## config.mk

```make
export PLATFORM = sky130hd
export DESIGN_NAME = light_sensor_calibration_monitor
export DESIGN_NICKNAME = d
export VERILOG_FILES = /design/src/rtl/core/lscm_pkg.sv /design/src/rtl/core/lscm_div.sv /design/src/rtl/core/light_sensor_calibration_monitor.sv
export SDC_FILE = /design/constraint.sdc
export NUM_CORES = 1
export LEC_CHECK = 0
export BUFFER_PORTS_ARGS = -buffer_cell sky130_fd_sc_hd__buf_4
export CORE_MARGIN = 2
export CORE_UTILIZATION = 37
export DETAILED_ROUTE_END_ITERATION = 8
export GPL_ROUTABILITY_DRIVEN = 0
export PLACE_DENSITY_LB_ADDON = 0.25
export REMOVE_ABC_BUFFERS = 1
export SYNTH_ARGS = -nofsm -noshare
export SYNTH_HDL_FRONTEND = slang
export SYNTH_SLANG_ARGS = --single-unit
```

## constraint.sdc

```tcl
create_clock -name clk -period 11.7 [get_ports clk]
set_clock_uncertainty 0.15 [all_clocks]
set_input_delay 0.585 -clock clk [delete_from_list [all_inputs] [get_ports clk]]
set_output_delay 0.585 -clock clk [all_outputs]
set_load 0.02 [all_outputs]
```

## src/rtl/core/lscm_pkg.sv

```systemverilog
// Shared types and constants for the light sensor calibration monitor.
`timescale 1ns / 1ps
`default_nettype none

package lscm_pkg;

    // Default sample width in bits
    localparam int SAMPLE_BITS_DEF = 12;

    // Fixed field widths
    localparam int TIME_W     = 32;
    localparam int DZ_W       = 12;
    localparam int IV_W       = 16;
    localparam int FS_W       = 12;
    localparam int CFG_DATA_W = 16;
    localparam int CFG_ADDR_W = 2;
    localparam int MODE_W     = 4;
    localparam int LEVEL_W    = 8;
    localparam int QUOT_W     = LEVEL_W;
    localparam int OUT_BITS   = MODE_W + LEVEL_W + 1;
    localparam int OUT_W      = ((OUT_BITS + 7) / 8) * 8;

    // Register reset values
    localparam logic [DZ_W-1:0] DZ_RESET = DZ_W'(30);
    localparam logic [IV_W-1:0] IV_RESET = IV_W'(30);
    localparam logic [FS_W-1:0] FS_RESET = FS_W'(3300);

    // Configuration register indexes
    typedef enum logic [CFG_ADDR_W-1:0] {
        CFG_DEADZONE  = 2'd0,
        CFG_INTERVAL  = 2'd1,
        CFG_FULLSCALE = 2'd2
    } cfg_idx_t;

    // Monitor modes
    typedef enum logic [MODE_W-1:0] {
        MODE_UNCAL      = 4'd0,
        MODE_NEED_MIN   = 4'd1,
        MODE_NEED_MAX   = 4'd2,
        MODE_SUCCESS    = 4'd3,
        MODE_REGULAR    = 4'd4,
        MODE_ABOVE      = 4'd5,
        MODE_BELOW      = 4'd6,
        MODE_UNKNOWN    = 4'd7,
        MODE_RESET_DONE = 4'd8,
        MODE_FORCE      = 4'd9
    } mode_t;

    // Item sequencer states
    typedef enum logic [1:0] {
        SEQ_IDLE,
        SEQ_EVAL,
        SEQ_DIV,
        SEQ_EMIT
    } seq_state_t;

endpackage

`default_nettype wire

```

## src/rtl/core/lscm_div.sv

```systemverilog
// Shared restoring divider: one quotient bit per cycle.
`timescale 1ns / 1ps
`default_nettype none

module lscm_div #(
    parameter int DEN_W = lscm_pkg::SAMPLE_BITS_DEF,
    parameter int Q_W   = lscm_pkg::QUOT_W
) (
    input  wire logic                 clk,
    input  wire logic                 rst_n,
    input  wire logic                 start,
    input  wire logic [DEN_W+Q_W-1:0] num,
    input  wire logic [DEN_W-1:0]     den,
    output logic                      done,
    output logic [Q_W-1:0]            quot
);

    localparam int NUM_W = DEN_W + Q_W;
    localparam int CNT_W = $clog2(Q_W + 1);

    logic [NUM_W-1:0] rem_reg, rem_next;
    logic [NUM_W-1:0] dsh_reg, dsh_next;
    logic [Q_W-1:0]   quot_reg, quot_next;
    logic [CNT_W-1:0] cnt_reg, cnt_next;
    logic             busy_reg, busy_next;
    logic             done_reg, done_next;
    logic             fits;

    // Trial subtract of the shifted divisor
    assign fits = (rem_reg >= dsh_reg);

    always_comb
    begin
        rem_next  = rem_reg;
        dsh_next  = dsh_reg;
        quot_next = quot_reg;
        cnt_next  = cnt_reg;
        busy_next = busy_reg;
        done_next = 1'b0;
        if (start)
        begin
            rem_next  = num;
            dsh_next  = NUM_W'(den) << (Q_W - 1);
            quot_next = '0;
            cnt_next  = '0;
            busy_next = 1'b1;
        end
        else if (busy_reg)
        begin
            if (fits)
            begin
                rem_next = rem_reg - dsh_reg;
            end
            quot_next = {quot_reg[Q_W-2:0], fits};
            dsh_next  = dsh_reg >> 1;
            cnt_next  = cnt_reg + CNT_W'(1);
            if (cnt_reg == CNT_W'(Q_W - 1))
            begin
                busy_next = 1'b0;
                done_next = 1'b1;
            end
        end
    end

    // Hold control state under reset
    always_ff @(posedge clk or negedge rst_n)
    begin
        if (!rst_n)
        begin
            busy_reg <= 1'b0;
            done_reg <= 1'b0;
            cnt_reg  <= '0;
        end
        else
        begin
            busy_reg <= busy_next;
            done_reg <= done_next;
            cnt_reg  <= cnt_next;
        end
    end

    // Advance the datapath
    always_ff @(posedge clk)
    begin
        rem_reg  <= rem_next;
        dsh_reg  <= dsh_next;
        quot_reg <= quot_next;
    end

    assign done = done_reg;
    assign quot = quot_reg;

endmodule

`default_nettype wire

```

## src/rtl/core/light_sensor_calibration_monitor.sv

```systemverilog
// Light sensor calibration monitor: top level with mode sequencer and level datapath.
//
// Usage:
//   Input items arrive on s_tvalid/s_tready/s_tdata, each holding one sample,
//   a millisecond timestamp and the short-press, long-press and pattern-done
//   events. Every item produces exactly one result item on m_tvalid/m_tready/
//   m_tdata carrying the mode, the brightness level and an update flag.
//   Configuration registers are written through cfg_we/cfg_addr/cfg_wdata
//   while the block is idle; writes take effect at the next clock edge.
//   Sequence: an item is taken in the idle state, evaluated in the eval
//   state and emitted from the emit state into the output register. When
//   the range mapping runs, the shared divider state lies between eval and
//   emit, with one quotient bit per cycle for the 8-bit level.
//   s_tready is high only while the sequencer is idle, so a new item is
//   taken only after the last one has left the emit state.
//   A finished result waits in the output register; the next item is still
//   accepted and evaluated, and only its emit step waits for m_tready.
//   Reset puts the mode back to uncalibrated, clears the limits, trackers,
//   timer and level to zero and loads the default register values.
`timescale 1ns / 1ps
`default_nettype none

module light_sensor_calibration_monitor #(
    parameter int SAMPLE_BITS = lscm_pkg::SAMPLE_BITS_DEF
) (
    input  wire logic                                        clk,
    input  wire logic                                        rst_n,
    // s_tdata: sample_mv, now_ms, button_pressed, button_latched, pattern_done
    input  wire logic                                        s_tvalid,
    output logic                                             s_tready,
    input  wire logic [((SAMPLE_BITS+lscm_pkg::TIME_W+3+7)/8)*8-1:0] s_tdata,
    // m_tdata: mode, brightness_level, level_updated
    output logic                                             m_tvalid,
    input  wire logic                                        m_tready,
    output logic [lscm_pkg::OUT_W-1:0]                       m_tdata,
    input  wire logic                                        cfg_we,
    input  wire logic [lscm_pkg::CFG_ADDR_W-1:0]             cfg_addr,
    input  wire logic [lscm_pkg::CFG_DATA_W-1:0]             cfg_wdata
);

    import lscm_pkg::*;

    localparam int SB    = SAMPLE_BITS;
    localparam int CW    = (SB > DZ_W) ? SB : DZ_W;
    localparam int NUM_W = SB + QUOT_W;

    // Configuration registers
    logic [DZ_W-1:0] deadzone_reg;
    logic [IV_W-1:0] interval_reg;
    logic [FS_W-1:0] fullscale_reg;

    // Sequencer
    seq_state_t state_reg, state_next;
    logic       div_start;
    logic       out_load;

    // Captured item
    logic [SB-1:0]     in_sample_reg;
    logic [TIME_W-1:0] in_now_reg;
    logic              in_pressed_reg;
    logic              in_latched_reg;
    logic              in_done_reg;

    // Monitor state
    mode_t              mode_reg;
    logic [SB-1:0]      low_reg, high_reg, lowest_reg, highest_reg, last_chg_reg;
    logic [TIME_W-1:0]  last_time_reg;
    logic [LEVEL_W-1:0] level_reg;
    logic               updated_reg;
    logic               smooth_reg;

    // Evaluation results
    mode_t             mode_next;
    logic [SB-1:0]     low_next, high_next, lowest_next, highest_next, last_chg_next;
    logic [TIME_W-1:0] last_time_next;
    logic              updated_next;
    logic              smooth_next;
    logic              need_div;
    logic              zero_level;

    // Mapping operands and divider
    logic [SB-1:0]      clamp_val;
    logic [SB-1:0]      offset;
    logic [NUM_W-1:0]   div_num;
    logic [SB-1:0]      div_den;
    logic               div_done;
    logic [QUOT_W-1:0]  div_quot;
    logic [LEVEL_W+1:0] smooth_sum;

    // Output register
    logic               m_tvalid_reg;
    logic [OUT_W-1:0]   m_tdata_reg;

    // Configuration writes
    always_ff @(posedge clk or negedge rst_n)
    begin
        if (!rst_n)
        begin
            deadzone_reg  <= DZ_RESET;
            interval_reg  <= IV_RESET;
            fullscale_reg <= FS_RESET;
        end
        else if (cfg_we)
        begin
            case (cfg_addr)
                CFG_DEADZONE:  deadzone_reg  <= cfg_wdata[DZ_W-1:0];
                CFG_INTERVAL:  interval_reg  <= cfg_wdata[IV_W-1:0];
                CFG_FULLSCALE: fullscale_reg <= cfg_wdata[FS_W-1:0];
                default:       ;
            endcase
        end
    end

    // Sequencer next state
    always_comb
    begin
        state_next = state_reg;
        case (state_reg)
            SEQ_IDLE: if (s_tvalid) state_next = SEQ_EVAL;
            SEQ_EVAL: state_next = need_div ? SEQ_DIV : SEQ_EMIT;
            SEQ_DIV:  if (div_done) state_next = SEQ_EMIT;
            SEQ_EMIT: if (!m_tvalid_reg || m_tready) state_next = SEQ_IDLE;
            default:  state_next = SEQ_IDLE;
        endcase
    end

    // Sequencer outputs
    always_comb
    begin
        s_tready  = (state_reg == SEQ_IDLE);
        div_start = (state_reg == SEQ_EVAL) && need_div;
        out_load  = (state_reg == SEQ_EMIT) && (!m_tvalid_reg || m_tready);
    end

    always_ff @(posedge clk or negedge rst_n)
    begin
        if (!rst_n)
        begin
            state_reg <= SEQ_IDLE;
        end
        else
        begin
            state_reg <= state_next;
        end
    end

    // Capture the item fields
    always_ff @(posedge clk)
    begin
        if (s_tvalid && s_tready)
        begin
            in_sample_reg  <= s_tdata[SB-1:0];
            in_now_reg     <= s_tdata[SB+TIME_W-1:SB];
            in_pressed_reg <= s_tdata[SB+TIME_W];
            in_latched_reg <= s_tdata[SB+TIME_W+1];
            in_done_reg    <= s_tdata[SB+TIME_W+2];
        end
    end

    // Evaluate the mode step for the captured item
    always_comb
    begin
        logic          lim_ok;
        logic [SB-1:0] diff;
        mode_t         mode_cur;

        lim_ok   = (high_reg > low_reg);
        mode_cur = (CW'(in_sample_reg) > CW'(fullscale_reg)) ? MODE_UNKNOWN : mode_reg;
        diff     = (in_sample_reg >= last_chg_reg) ? in_sample_reg - last_chg_reg
                                                   : last_chg_reg - in_sample_reg;

        mode_next      = mode_cur;
        low_next       = low_reg;
        high_next      = high_reg;
        lowest_next    = lowest_reg;
        highest_next   = highest_reg;
        last_chg_next  = last_chg_reg;
        last_time_next = last_time_reg;
        updated_next   = 1'b0;
        smooth_next    = 1'b0;
        need_div       = 1'b0;
        zero_level     = 1'b0;

        case (mode_cur)
            MODE_UNCAL:
            begin
                if (in_pressed_reg) mode_next = MODE_NEED_MIN;
            end
            MODE_NEED_MIN:
            begin
                if (in_pressed_reg)
                begin
                    low_next  = in_sample_reg;
                    mode_next = MODE_NEED_MAX;
                end
            end
            MODE_NEED_MAX:
            begin
                if (in_pressed_reg)
                begin
                    high_next = in_sample_reg;
                    mode_next = (low_reg >= in_sample_reg) ? MODE_UNKNOWN : MODE_SUCCESS;
                end
            end
            MODE_SUCCESS:
            begin
                if (in_done_reg)
                begin
                    updated_next = 1'b1;
                    need_div     = lim_ok;
                    zero_level   = !lim_ok;
                    mode_next    = MODE_REGULAR;
                end
                if (in_latched_reg) mode_next = MODE_FORCE;
            end
            MODE_REGULAR:
            begin
                if (!lim_ok)
                begin
                    mode_next = MODE_UNKNOWN;
                end
                else if (in_sample_reg < low_reg)
                begin
                    lowest_next = in_sample_reg;
                    mode_next   = MODE_BELOW;
                end
                else if (in_sample_reg > high_reg)
                begin
                    highest_next = in_sample_reg;
                    mode_next    = MODE_ABOVE;
                end
                if (in_latched_reg) mode_next = MODE_FORCE;
                // Smoothed update, gated by deadzone and interval
                if (!lim_ok)
                begin
                    mode_next = MODE_UNKNOWN;
                end
                else if (CW'(diff) >= CW'(deadzone_reg))
                begin
                    last_chg_next = in_sample_reg;
                    if ((in_now_reg - last_time_reg) >= TIME_W'(interval_reg))
                    begin
                        last_time_next = in_now_reg;
                        updated_next   = 1'b1;
                        smooth_next    = 1'b1;
                        need_div       = 1'b1;
                    end
                end
            end
            MODE_ABOVE:
            begin
                if (highest_reg < in_sample_reg) highest_next = in_sample_reg;
                if (in_latched_reg)
                begin
                    high_next    = highest_next;
                    highest_next = '0;
                    mode_next    = MODE_RESET_DONE;
                end
            end
            MODE_BELOW:
            begin
                if (lowest_reg > in_sample_reg) lowest_next = in_sample_reg;
                if (in_latched_reg)
                begin
                    low_next    = lowest_next;
                    lowest_next = '0;
                    mode_next   = MODE_RESET_DONE;
                end
            end
            MODE_UNKNOWN:
            begin
                if (in_latched_reg) mode_next = MODE_FORCE;
            end
            MODE_RESET_DONE:
            begin
                if (low_reg > high_reg) mode_next = MODE_FORCE;
                if (in_done_reg) mode_next = MODE_SUCCESS;
            end
            MODE_FORCE:
            begin
                if (in_done_reg)
                begin
                    low_next  = '0;
                    high_next = '0;
                    mode_next = MODE_UNCAL;
                end
            end
            default: ;
        endcase
    end

    // Clamp the sample and scale the offset by 255 with a shift and subtract
    assign clamp_val = (in_sample_reg < low_reg)  ? low_reg :
                       (in_sample_reg > high_reg) ? high_reg : in_sample_reg;
    assign offset    = clamp_val - low_reg;
    assign div_num   = (NUM_W'(offset) << LEVEL_W) - NUM_W'(offset);
    assign div_den   = high_reg - low_reg;

    lscm_div #(
        .DEN_W (SB),
        .Q_W   (QUOT_W)
    ) u_div (
        .clk   (clk),
        .rst_n (rst_n),
        .start (div_start),
        .num   (div_num),
        .den   (div_den),
        .done  (div_done),
        .quot  (div_quot)
    );

    // Blend three parts old level with one part new
    assign smooth_sum = {1'b0, level_reg, 1'b0} + (LEVEL_W+2)'(level_reg)
                      + (LEVEL_W+2)'(div_quot);

    // Commit the monitor state
    always_ff @(posedge clk or negedge rst_n)
    begin
        if (!rst_n)
        begin
            mode_reg      <= MODE_UNCAL;
            low_reg       <= '0;
            high_reg      <= '0;
            lowest_reg    <= '0;
            highest_reg   <= '0;
            last_chg_reg  <= '0;
            last_time_reg <= '0;
            level_reg     <= '0;
            updated_reg   <= 1'b0;
            smooth_reg    <= 1'b0;
        end
        else if (state_reg == SEQ_EVAL)
        begin
            mode_reg      <= mode_next;
            low_reg       <= low_next;
            high_reg      <= high_next;
            lowest_reg    <= lowest_next;
            highest_reg   <= highest_next;
            last_chg_reg  <= last_chg_next;
            last_time_reg <= last_time_next;
            updated_reg   <= updated_next;
            smooth_reg    <= smooth_next;
            if (zero_level) level_reg <= '0;
        end
        else if ((state_reg == SEQ_DIV) && div_done)
        begin
            level_reg <= smooth_reg ? smooth_sum[LEVEL_W+1:2] : div_quot;
        end
    end

    // Output register: load on emit, drop when taken
    always_ff @(posedge clk or negedge rst_n)
    begin
        if (!rst_n)
        begin
            m_tvalid_reg <= 1'b0;
        end
        else if (out_load)
        begin
            m_tvalid_reg <= 1'b1;
        end
        else if (m_tready)
        begin
            m_tvalid_reg <= 1'b0;
        end
    end

    always_ff @(posedge clk)
    begin
        if (out_load)
        begin
            m_tdata_reg <= OUT_W'({updated_reg, level_reg, mode_reg});
        end
    end

    assign m_tvalid = m_tvalid_reg;
    assign m_tdata  = m_tdata_reg;

    // Checks
    a_div_in_div: assert property (@(posedge clk) disable iff (!rst_n)
        div_done |-> (state_reg == SEQ_DIV))
        else $error("divider finished outside the divide state");

    a_accept_eval: assert property (@(posedge clk) disable iff (!rst_n)
        (s_tvalid && s_tready) |=> (state_reg == SEQ_EVAL))
        else $error("accepted item not evaluated next cycle");

    a_out_from_emit: assert property (@(posedge clk) disable iff (!rst_n)
        $rose(m_tvalid) |-> $past(state_reg == SEQ_EMIT))
        else $error("result shown without an emit step");

    a_busy_not_ready: assert property (@(posedge clk) disable iff (!rst_n)
        div_start |=> !s_tready)
        else $error("ready while the divider runs");

endmodule

`default_nettype wire

```

## Word level (Yosys, flattened, before mapping)

Index checks and enable logic that the tools add are counted.

| storage, ports and cells | value |
|---|---|
| bits in registers | 262 |
| latch bits | 0 |
| bits in writable memories | 0 |
| memory bits (read-only) | 0 |
| bits of input ports | 71 |
| word-level logic and storage cells | 180 |
| memories kept | 0 |

| operators by class | value |
|---|---|
| add/sub/neg operators | 10 |
| multipliers | 0 |
| div/mod/pow operators | 0 |
| magnitude comparators | 12 |
| equality and inequality tests | 28 |
| shift-type cells | 0 |
| muxes and demuxes | 71 |
| bitwise gates (word level) | 0 |
| reductions and logical operators | 31 |

Operators with widths:

| operator | count |
|---|---|
| $mux 12 | 16 |
| $pmux 12 s3 | 2 |
| $mux 4 | 17 |
| $gt 12x12->1 | 5 |
| $mux 20 | 3 |
| $pmux 12 s2 | 2 |
| $sub 12x12->12 | 4 |
| $mux 19 | 2 |
| $ge 12x12->1 | 3 |
| $pmux 4 s9 | 1 |
| $ge 32x16->1 | 1 |
| $mux 8 | 4 |
| $sub 32x32->32 | 1 |
| $lt 12x12->1 | 2 |
| $ne 2x2->1 const B | 12 |
| $eq 4x3->1 const B | 5 |
| $ge 20x19->1 | 1 |
| $reduce_and 5->1 | 4 |
| $sub 20x12->20 | 1 |
| $sub 20x19->20 | 1 |
| $mux 1 | 17 |
| $reduce_bool 2->1 | 6 |
| $add 10x8->10 | 1 |
| $add 9x8->10 | 1 |
| 21 further kinds | 40 |

## Longest topological paths before layout

Gate-level depths: netlist (run 1).

| depth | value |
|---|---|
| depth after elaboration | 9 |
| mapped depth | 30 |

## By module

A second synthesis (run 1) with hierarchy kept.

| second synthesis, totals | value |
|---|---|
| cell total of the unflattened synthesis | 2,017 |
| area, all modules | 18,998.2 um^2 |

Modules (own cells, without submodules):

| module | instances | cells an instance | area each (um^2) | seq. area each (um^2) |
|---|---|---|---|---|
| light_sensor_calibration_monitor | 1 | 1,658 | 15,670.0 | 5,547.8 |
| lscm_div | 1 | 359 | 3,328.2 | 1,411.4 |

## Worst setup path after synthesis (run 1)

Ideal clock, no wire load.

| timing | value |
|---|---|
| path type | reg2reg |
| start | register in_sample_reg[0] |
| end | register u_div.rem_reg[0], enable pin |
| setup time | 0.377 ns |
| data arrival time | 5.783 ns |
| slack | 5.390 ns |
| cell stages (with the launch flop) | 27 |
| path through | edfxtp_1 clkbuf_1 inv_1 ha_1 inv_1 fa_1 a21o_1 a21o_1 a21o_1 a21oi_1 o21ai_0 or4b_2 a31oi_2 buf_2 mux2_2 ha_1 a21o_1 a21oi_1 nor2b_1 o21ai_0 a211o_1 a21oi_1 nand4_1 a31oi_2 buf_6 a31oi_4 nand2_1 |

| between the ends | value |
|---|---|
| longest elaborated chain between the ends | 9 |
| elaborated cells on any way between the ends | 16 |

Ends and longest elaborated chain:

| what | RTL line | RTL |
|---|---|---|
| start, declared | light_sensor_calibration_monitor.sv:58 | `logic [SB-1:0] in_sample_reg;` |
| start signal, assigned | light_sensor_calibration_monitor.sv:152 | `in_sample_reg <= s_tdata[SB-1:0];` |
| $sub 12x12->12 (tied with other cells) | light_sensor_calibration_monitor.sv:170 | `: last_chg_reg - in_sample_reg;` |
| $mux 12 | light_sensor_calibration_monitor.sv:169 | `diff = (in_sample_reg >= last_chg_reg) ? in_sample_reg - last_chg_reg` |
| $ge 12x12->1 | light_sensor_calibration_monitor.sv:238 | `else if (CW'(diff) >= CW'(deadzone_reg))` |
| $mux 1 | light_sensor_calibration_monitor.sv:238 |  |
| $mux 1 | light_sensor_calibration_monitor.sv:234 | `if (!lim_ok)` |
| $pmux 1 s2 (*) | light_sensor_calibration_monitor.sv:184 | `case (mode_cur)` |
| $logic_and 1x1->1 (*) | light_sensor_calibration_monitor.sv:131 | `div_start = (state_reg == SEQ_EVAL) && need_div;` |
| $reduce_bool 2->1 (no line) | n/a |  |
| $reduce_and 2->1 (no line) (*) | n/a |  |
| end signal, assigned | lscm_div.sv:85 | `rem_reg <= rem_next;` |
| end, declared | lscm_div.sv:21 | `logic [NUM_W-1:0] rem_reg, rem_next;` |

Every way passes the cells marked *; elsewhere a longest branch is shown, timed or not.
A chain may end at the register's enable or synchronous reset.

## Worst setup path in the final report (run 1)

| timing | value |
|---|---|
| start | register in_sample_reg[0] |
| end | register u_div.rem_reg[18], enable pin |

The elaborated chain is that of the path after synthesis.

==> results of run 1 <==
[worst reg2reg max path: cells and delay by family (launching register included)]
kind / cells / cell delay [ns]
multiplexers: 1 / 0.43
flip-flops: 1 / 0.55
buffers and inverters: 2 / 0.35
adder cells (fa/ha/maj): 3 / 0.88
AND/OR/NAND/NOR: 4 / 2.44
AO/OA/AOI/OAI: 13 / 3.50
[path summary, 6_finish.rpt]
check                                  from  cells after the start                 to  slack (ns)
min in group asynchronous             rst_n                      2  last_time_reg[19]        0.54
setup / recovery           in_sample_reg[0]                     23  u_div.rem_reg[18]        3.05
hold reg to reg                 updated_reg                      0        m_tdata[12]        0.32
max in group asynchronous             rst_n                      3     lowest_reg[10]        9.38
hold / removal                  s_tdata[24]                      1     in_now_reg[12]        0.06
setup reg to reg           in_sample_reg[0]                     23  u_div.rem_reg[18]        3.05
[where the power goes]
part | switching, mW | internal [mW] | leakage, nW
registers | 0.259 | 1.30 | 2.94
logic | 2.31 | 1.65 | 5.61
clock network | 0.415 | 0.665 | 0.559
[routing by layer]
layer,vias to the layer above,track usage,share of wire
li1,7051,-,-
met1,6791,0.236,0.45
met5,-,0,0
met2,274,0.312,0.48
met3,59,0.0343,0.045
met4,0,0.0493,0.022
[per-stage QoR]
stage	setup slack [ns]	power, mW
global placement	3.13	5.40
global route	2.44	7.25
floorplan	3.07	4.52
detailed placement	3.02	5.52
CTS	3.00	6.65
finish	3.05	6.61
[Yosys cell counts (4+ instances only)]
library cell	instances	area, um2
ha_1	199	2490
edfxtp_1	92	2760
inv_1	180	676
nor2b_1	22	138
nor3b_1	4	30.0
dfstp_2	14	368
a22oi_1	50	375
nand3b_1	4	30.0
nand2b_1	27	169
a211oi_1	10	75.1
nor3_1	18	90.1
nand2_1	145	544
xor2_1	43	377
o211ai_1	14	105
a21boi_0	4	30.0
or2_2	6	37.5
a21oi_1	151	756
o21a_1	16	120
nor2_1	140	526
dfrtp_1	141	3530
mux2i_1	59	591
dfxtp_1	15	300
fa_1	14	280
nor4_1	7	43.8
o21ai_0	155	776
o31a_1	5	43.8
buf_6	5	56.3
a22o_1	9	78.8
or3_1	7	43.8
nand4_1	30	188
o2111ai_1	4	35.0
and3_1	8	50.1
nand3_1	19	95.1
and2_1	8	50.1
a31oi_1	20	125
o21bai_1	12	90.1
clkbuf_1	50	188
mux2_2	33	372
a21o_1	67	503
xnor2_1	53	464
buf_2	7	35.0
o31ai_1	4	30.0
[kinds of logic after synthesis]
family                   after synthesis  share of synthesized area
XOR/XNOR                              96                     0.0462
flip-flops                           262                      0.382
multiplexers                          92                     0.0528
AND/OR/NAND/NOR                      455                      0.117
other                                  1                   0.000206
AO/OA/AOI/OAI                        562                      0.195
adder cells (fa/ha/maj)              214                      0.153
buffers and inverters                247                     0.0541
[layout make-up]
cell class,instances,share of cell area
antenna,1,0.000121
clock buffer,43,0.0458
tap,664,0.0402
clock inverter,17,0.0106
sequential,262,0.337
timing repair buffer,97,0.0355
multi-input combinational,1422,0.498
inverter,181,0.0329
==> flow_summary.yaml, run 1 <==
sta:
  rsz0062_at_grt: "no"
  finalSetupViolCount: 0
  worst_slew_pin_slew_ns: 1.07
  max_clock_freq_mhz: 116
  slew_headroom: 0.284
  number_of_pins_exceeding_their_max_slew_limit_in_the_final_report: 0
  timing.final.crit_share: 0.739
  holdWs_ns: 0.0553
  totalNegativeSetupSlack_ns: 0
  final_period_minus_worst_setup_slack_ns: 8.65
  report.final.hold_viol_count: 0
die:
  core_region_area_mm2: 0.0487
  initial_core_util: 0.373
  die_area_mm2: 0.0510
  die_height_um: 226
  std_cell_rows: 81
  ioPinCount: 89
  die_w_um: 226
worst_setup_path:
  endpoint_kind: "flop"
  path_class: "reg2reg"
  cpMostUsedCell: "a21o_1"
  worstPathRequired_ns: 11.70
  crit_buf_inv: 2
  worst_path_largest_cell_delay_ns: 0.91
  critical_path.startpoint_type: "flop"
  critPathArrivalTime_ns: 8.66
  slowest_stage: "nand4_1"
  critical_path.cell_chain: "inv_1 > ha_1 > inv_1 > fa_1 > a21o_1 > a21o_1 > a21o_1 > a21oi_1 > o21ai_0 > or4b_2 > a31oi_2 > mux2_2 > ha_1 > a21o_1 > a21oi_1 > nor2b_1 > o21ai_0 > a211o_1 > a21oi_1 > nand4_1 > a31oi_4 > a31oi_4 > nand2_1"
  critical_path.max_fanout: 25
  crit_family: "compound AO/OA/AOI/OAI gates"
layout:
  fin_util: 0.424
  multiInputGateArea_mm2: 0.0103
  filler_free_cell_count_of_the_finished_design: 2687
  layout.cells.most_common_list: "ha_1 (199), inv_1 (180), o21ai_0 (155)"
  area_delta_synth_final_pct: 13.5
  final_layout_size_suffix_gt1_frac: 0.108
  num-nets-final: 2282
  layout.area.seq_mm2: 0.00696
  finish.instance_area_mm2: 0.0207
  mostFrequentLayoutCell: "ha_1"
  fill_cells: 4705
power_and_ir_drop:
  maximum_vdd_drop_v: 0.000273
  p_per_area_mw_per_mm2: 320
  power.static_leakage_nw: 9.10
yosys:
  syn_avg_cell_area_um2: 9.44
  synth.lib_cells_used.distinct: 83
  post_synth_inst_count: 1929
  asyncSetResetFlopFracSynth: 0.592
  synth-warning-count: 0
  netlist_area_mm2: 0.0182
  yosys_register_bits: 262
  synth_enable_flop_cells: 92
  synth_ff_type: "dfrtp_1"
  synth.yosys.seq_area_share: 0.382
cts:
  cts_repair_resize_count: 0
  cts.clk_slew.worst_paths_ns: 0.06
  post_cts.repair.setup_buffers: 0
  cts-htree-levels: 2
  tritoncts_num_sinks: 262
  tritoncts: "built"
  postCtsHoldBufs: 1
  insertion_delay_ns: 0.55
  maximum_buffer_depth_of_the_clock_tree: 3
  cts_root_buf: "clkbuf_16"
  cts_inserted_buffers: 34
hold_path:
  worstHoldPathType: "in2reg"
status:
  outcome: "finished clean"
detailed_routing:
  drt_first_iter_violations: 841
  wl_per_cell_um: 16.9
  routed-via-count: 14175
  detail-route-antenna-nets: 0
  firstDrtPassIters: 5
  drc: 0
  routed_wl_mm: 45.5
  routed_via_density: 5.28
placement:
  hpwlAfterDp_mm: 34.3
  place.port_buffers: 84
  postPlaceCellArea_mm2: 0.0195
  numPlacedInstances: 2625
grt:
  grtUsageTotal: 0.183
  global_route.overflow_total: 0
  grt_pass1_wl_mm: 74.5
  number_of_antenna_violations_at_the_first_check_in_global_routing: 1
  grt_start_max_net_pins: 92
  first_global_vias: 14239
job:
  max_cap_viol_count: 0
Power figures use the tool's default switching activity.
==> run 2, diff against run 1 <==
==> constraint.sdc (replaced) <==
create_clock -name clk -period 7.1 [get_ports clk]
set_clock_uncertainty 0.15 [all_clocks]
set_input_delay 0.355 -clock clk [delete_from_list [all_inputs] [get_ports clk]]
set_output_delay 0.355 -clock clk [all_outputs]
set_load 0.02 [all_outputs]
==> run 2 against run 1 <==
  * Routed wire length rose by 2.7%
  * Final cell count rose by 3.1%
  * Register-to-register slack got worse by 2.4 ns
  * Die area did not move
  * Utilization rose by 1.6 points
  * Highest routed layer unchanged
  * Global-route usage rose by 0.34 points
  * Sequential power rose by 64%
  * Via count rose by 2.4%
  * Sequential share of layout area fell by 1.2 points
  * Clock-buffer cell count rose by 1
  * Worst setup slack got worse by 2.4 ns
==> flow_summary.yaml, run 2 (same netlist as run 1, synthesis figures left out) <==
status:
  outcome: "finished clean"
sta:
  rsz0062_at_grt: "no"
  final_period_minus_worst_setup_slack_ns: 6.49
  totalNegativeSetupSlack_ns: 0
  max_clock_freq_mhz: 154
  number_of_pins_exceeding_their_max_slew_limit_in_the_final_report: 0
  slew_headroom: 0.294
  worst_slew_pin_slew_ns: 1.04
  finalSetupViolCount: 0
  report.final.hold_viol_count: 0
  timing.final.crit_share: 0.914
hold_path:
  worstHoldPathType: "in2reg"
  worst_hold_path.endpoint: "in_pressed_reg"
  hold_path_depth: 2
  hp-start: "s_tvalid"
die:
  initial_core_util: 0.373
  die_height_um: 226
  core_region_area_mm2: 0.0487
  die_w_um: 226
  ioPinCount: 89
  die_area_mm2: 0.0510
  std_cell_rows: 81
power_and_ir_drop:
  p_per_area_mw_per_mm2: 514
  power.static_leakage_nw: 9.46
  power_mw: 11.0
  maximum_vdd_drop_v: 0.000322
cts:
  tritoncts: "built"
  cts_root_buf: "clkbuf_16"
  tritoncts_num_sinks: 262
  cts_inserted_buffers: 34
  maximum_buffer_depth_of_the_clock_tree: 3
  cts_repair_resize_count: 0
  insertion_delay_ns: 0.55
  cts.clk_slew.worst_paths_ns: 0.06
  cts-htree-levels: 2
grt:
  grt_pass1_wl_mm: 75.6
  global_route.overflow_total: 0
  number_of_antenna_violations_at_the_first_check_in_global_routing: 0
  first_global_vias: 14458
  grtUsageTotal: 0.186
  grt_start_max_net_pins: 92
detailed_routing:
  wl_per_cell_um: 16.9
  drt_first_iter_violations: 822
  drc: 0
  routed_wl_mm: 46.8
  routed-via-count: 14514
  detail-route-antenna-nets: 0
  routed_via_density: 5.24
  firstDrtPassIters: 5
layout:
  mostFrequentLayoutCell: "ha_1"
  final_layout_size_suffix_gt1_frac: 0.113
  finish.instance_area_mm2: 0.0214
  filler_free_cell_count_of_the_finished_design: 2771
  area_delta_synth_final_pct: 17.7
  antenna-diode-count: 0
  fill_cells: 4694
  layout.cells.most_common_list: "ha_1 (199), inv_1 (180), o21ai_0 (155)"
  fin_util: 0.440
  num-nets-final: 2365
worst_setup_path:
  path_class: "reg2reg"
  critical_path.cell_chain: "ha_1 > nand4_1 > nor2_1 > a21boi_0 > o41a_1 > a21oi_1 > nor2_1 > a21oi_1 > ha_1 > fa_1 > nand2b_1 > a21oi_1 > o31a_1 > o21ai_0 > nand2b_1 > xnor2_1 > ha_1 > nor2b_1 > a31oi_1 > maj3_1 > o21a_1 > nand2_1 > xnor2_1 > mux2i_1"
  r2r_start: "in_sample_reg[9]"
  endpoint_kind: "flop"
  regToRegEndpoint: "u_div.rem_reg[16]"
  critical_path.startpoint_type: "flop"
  timing.reg2reg.worst_path_depth: 24
  slowest_stage: "o41a_1"
  worstPathRequired_ns: 7.23
  critPathArrivalTime_ns: 6.63
  critical_path.max_fanout: 14
  r2r_setup_slack_ns: 0.61
  worst_path_largest_cell_delay_ns: 0.63
placement:
  postPlaceCellArea_mm2: 0.0197
  hpwlAfterDp_mm: 34.9
  numPlacedInstances: 2645
  place.port_buffers: 84
job:
  max_cap_viol_count: 0
-- run 2: cell types whose count changed in the layout (fill, tap and decap cells not counted), moves of 2 or more --
cell and change:
clkbuf_8 +2, clkinvlp_4 -2, dlygate4sd3_1 +63, buf_4 +19, inv_6 +2, clkinv_1 +3
-- run 2: worst max-delay path, delay by kind of cell (launching register included) --
kind / cells / cell delay [ns]
mux: 1 / 0.11
fa+ha+maj: 5 / 1.80
compound gates: 9 / 2.18
simple gates: 7 / 1.17
flops: 1 / 0.53
xor+xnor: 2 / 0.28
-- run 2: worst max-delay path by stage --
stage	start	endpoint	slack (ns)	depth (start not counted)
floorplan	in_sample_reg[0]	u_div.dsh_reg[10]	-1.53	23
global placement	in_sample_reg[0]	last_time_reg[31]	0.74	24
detailed placement	in_sample_reg[9]	u_div.rem_reg[16]	0.66	24
CTS	in_sample_reg[3]	last_time_reg[31]	0.66	21
global route	in_sample_reg[4]	u_div.rem_reg[16]	0.18	24
finish	in_sample_reg[9]	u_div.rem_reg[16]	0.61	24
-- run 2: final cells by class --
type,count,area [um2],area share
tap,664,831,0.0388
clock buffer,44,950,0.0443
clock inverter,18,186,0.00870
inverter,181,679,0.0317
multi-input combinational,1422,10300,0.480
timing repair buffer,180,1530,0.0713
sequential,262,6960,0.325
-- run 2: per-stage QoR --
stage / hold slack (ns) / setup slack (ns)
detailed placement: 0.329 / 0.661
CTS: 0.0255 / 0.658
floorplan: -0.0906 / -1.53
finish: 0.0513 / 0.607
global route: 0.0388 / 0.180
global placement: 0.324 / 0.737
-- run 2: metal layers --
metal / routed length [um] / share of wire / vias up / track usage
li1: - / - / 7197 / -
met1: 21400 / 0.46 / 6944 / 0.242
met2: 22200 / 0.48 / 305 / 0.314
met3: 2060 / 0.044 / 68 / 0.0349
met4: 1070 / 0.023 / 0 / 0.0532
met5: 0 / 0 / - / 0
-- run 2: repair_timing --
item                                   in CTS  in global routing
hold buffers                               64                  0
endpoints found under the hold margin     167                  0
setup buffers                               0                  0
-- run 2: power breakdown --
part,internal (mW),switching [mW],leakage [nW]
combinational,2.83,3.88,5.97
clock,1.06,0.697,0.554
sequential,2.14,0.416,2.94
==> run 3, diff against run 2 <==
==> constraint.sdc (replaced) <==
create_clock -name clk -period 7.1 [get_ports clk]
set_clock_uncertainty 0.15 [all_clocks]
set_input_delay 1.775 -clock clk [delete_from_list [all_inputs] [get_ports clk]]
set_output_delay 1.775 -clock clk [all_outputs]
set_load 0.02 [all_outputs]
==> run 3 against run 2 <==
  * Sequential share of layout area rose by 1.1 points
  * Final area fell by 3.2%
  * Flip-flop and latch count did not move
  * Total power fell by 1.4%
  * Clock power fell by 6%
  * Utilization fell by 1.4 points
  * Routed wire length fell by 1.2%
  * Sequential power barely moved
  * Final cell count fell by 2.3%
  * Hold slack improved by 0.28 ns
  * Worst setup slack improved by 0.085 ns
  * Combinational power fell by 0.6%
==> flow_summary.yaml, run 3 (same netlist as run 1, synthesis figures left out) <==
die:
  std_cell_rows: 81
  initial_core_util: 0.373
  ioPinCount: 89
  core_region_area_mm2: 0.0487
  die_w_um: 226
  die_area_mm2: 0.0510
  die_height_um: 226
worst_setup_path:
  r2r_start: "in_sample_reg[9]"
  worstPathRequired_ns: 7.27
  critical_path.startpoint_type: "flop"
  critical_path.max_fanout: 14
  timing.critical_path.from: "in_sample_reg[9]"
  critical_path.endpoint: "u_div.rem_reg[18]"
  endpoint_kind: "flop"
  path_class: "reg2reg"
  regToRegEndpoint: "u_div.rem_reg[18]"
  r2r_setup_slack_ns: 0.69
  critPathArrivalTime_ns: 6.58
  timing.reg2reg.worst_path_depth: 22
detailed_routing:
  wl_per_cell_um: 17.1
  routed_via_density: 5.27
  firstDrtPassIters: 5
  routed_wl_mm: 46.2
  drc: 0
  routed-via-count: 14257
  detail-route-antenna-nets: 0
  drt_first_iter_violations: 862
power_and_ir_drop:
  switching_share: 0.455
  power.internal_mw: 5.92
  p_per_area_mw_per_mm2: 524
  share_clk_of_total_power: 0.153
  combinational_share_of_power: 0.613
  power.static_leakage_nw: 9.19
  p_seq_frac: 0.234
  power.switching_mw: 4.95
  maximum_vdd_drop_v: 0.000301
grt:
  grt_pass1_wl_mm: 75.9
  grtUsageTotal: 0.184
  global_route.overflow_total: 0
  number_of_antenna_violations_at_the_first_check_in_global_routing: 0
  first_global_vias: 14379
  grt_start_max_net_pins: 63
cts:
  insertion_delay_ns: 0.58
  cts_root_buf: "clkbuf_16"
  cts_repair_resize_count: 0
  maximum_buffer_depth_of_the_clock_tree: 3
  cts-htree-levels: 1
  tritoncts_num_sinks: 262
  cts_inserted_buffers: 31
  post_cts.repair.setup_buffers: 0
  tritoncts: "built"
  postCtsHoldBufs: 0
  cts.clk_slew.worst_paths_ns: 0.06
sta:
  holdWs_ns: 0.334
  report.final.hold_viol_count: 0
  finalSetupViolCount: 0
  number_of_pins_exceeding_their_max_slew_limit_in_the_final_report: 0
  slew_headroom: 0.318
  timing.final.crit_share: 0.903
  rsz0062_at_grt: "no"
  final_period_minus_worst_setup_slack_ns: 6.41
  worst_slew_pin_slew_ns: 1.01
  max_clock_freq_mhz: 156
  totalNegativeSetupSlack_ns: 0
placement:
  numPlacedInstances: 2649
  postPlaceCellArea_mm2: 0.0197
  place.port_buffers: 84
  hpwlAfterDp_mm: 35.3
layout:
  num-nets-final: 2302
  mostFrequentLayoutCell: "ha_1"
  filler_free_cell_count_of_the_finished_design: 2706
  finish.instance_area_mm2: 0.0207
  antenna-diode-count: 0
  layout.cells.most_common_list: "ha_1 (199), inv_1 (180), o21ai_0 (155)"
  area_delta_synth_final_pct: 14.0
  final_layout_size_suffix_gt1_frac: 0.120
hold_path:
  worstHoldPathType: "reg2reg"
job:
  max_cap_viol_count: 0
status:
  outcome: "finished clean"
run 3: cell types whose count changed in the layout (fill, tap and decap cells not counted), moves of 3 or more:
| cell | before | now |
|---|---|---|
| clkinv_1 | 7 | 2 |
| clkbuf_1 | 5 | 2 |
| clkinv_2 | 3 | 9 |
| buf_4 | 114 | 118 |
| inv_4 | 0 | 3 |
| dlygate4sd3_1 | 64 | 0 |
run 3: worst max-delay path: stages (launching register included):
cell and delay, ns:
edfxtp_1 0.54, ha_1 0.37, nand4_1 0.16, nor2_1 0.22, a21boi_0 0.28, o41a_1 0.60, nor2_1 0.09, a21oi_1 0.15
o21ai_0 0.11, ha_1 0.27, or2_2 0.31, o221ai_1 0.37, a31oi_1 0.21, a21o_1 0.23, a21oi_1 0.21, o21ai_0 0.15
xor2_1 0.33, ha_1 0.34, a21oi_1 0.32, nand3_1 0.16, nor3_1 0.29, xor2_1 0.18, mux2i_1 0.09
run 3: metal layers:
metal	vias up	wire, um	GRT usage
met4	0	1190	0.0479
met3	70	1690	0.0216
met2	272	22200	0.319
met1	6838	21100	0.244
li1	7077	-	-
met5	-	0	0
run 3: power by group through the flow:
stage,logic (mW),registers (mW),clock network [mW]
floorplan,4.97,2.48,0
CTS,6.66,2.54,1.72
global placement,6.45,2.55,0
detailed placement,6.62,2.56,0
finish,6.67,2.54,1.66
global route,7.52,2.61,1.77
run 3: layout make-up:
class | instances | area (um2)
fill | 4760 | 28000
clock buffer | 38 | 886
inverter | 181 | 679
sequential | 262 | 6960
clock inverter | 19 | 180
timing repair buffer | 120 | 917
tap | 664 | 831
multi-input combinational | 1422 | 10300
run 3: worst min path at each step:
stage	startpoint	endpoint	slack [ns]	depth (start not counted)
floorplan	updated_reg	m_tdata[12]	0.28	0
global placement	u_div.cnt_reg[3]	u_div.done	0.32	1
detailed placement	u_div.cnt_reg[3]	u_div.done	0.33	1
CTS	u_div.cnt_reg[3]	u_div.done	0.34	1
global route	u_div.cnt_reg[3]	u_div.done	0.35	1
finish	u_div.cnt_reg[3]	u_div.done	0.33	1
run 3: per-stage QoR:
stage	setup slack, ns	power [mW]	util
after global placement	0.743	9.00	0.404
final	0.692	10.9	0.426
after CTS	0.637	10.9	0.426
after global routing	0.185	11.9	0.426
after detailed placement	0.671	9.18	0.404
after floorplan	-1.53	7.45	-
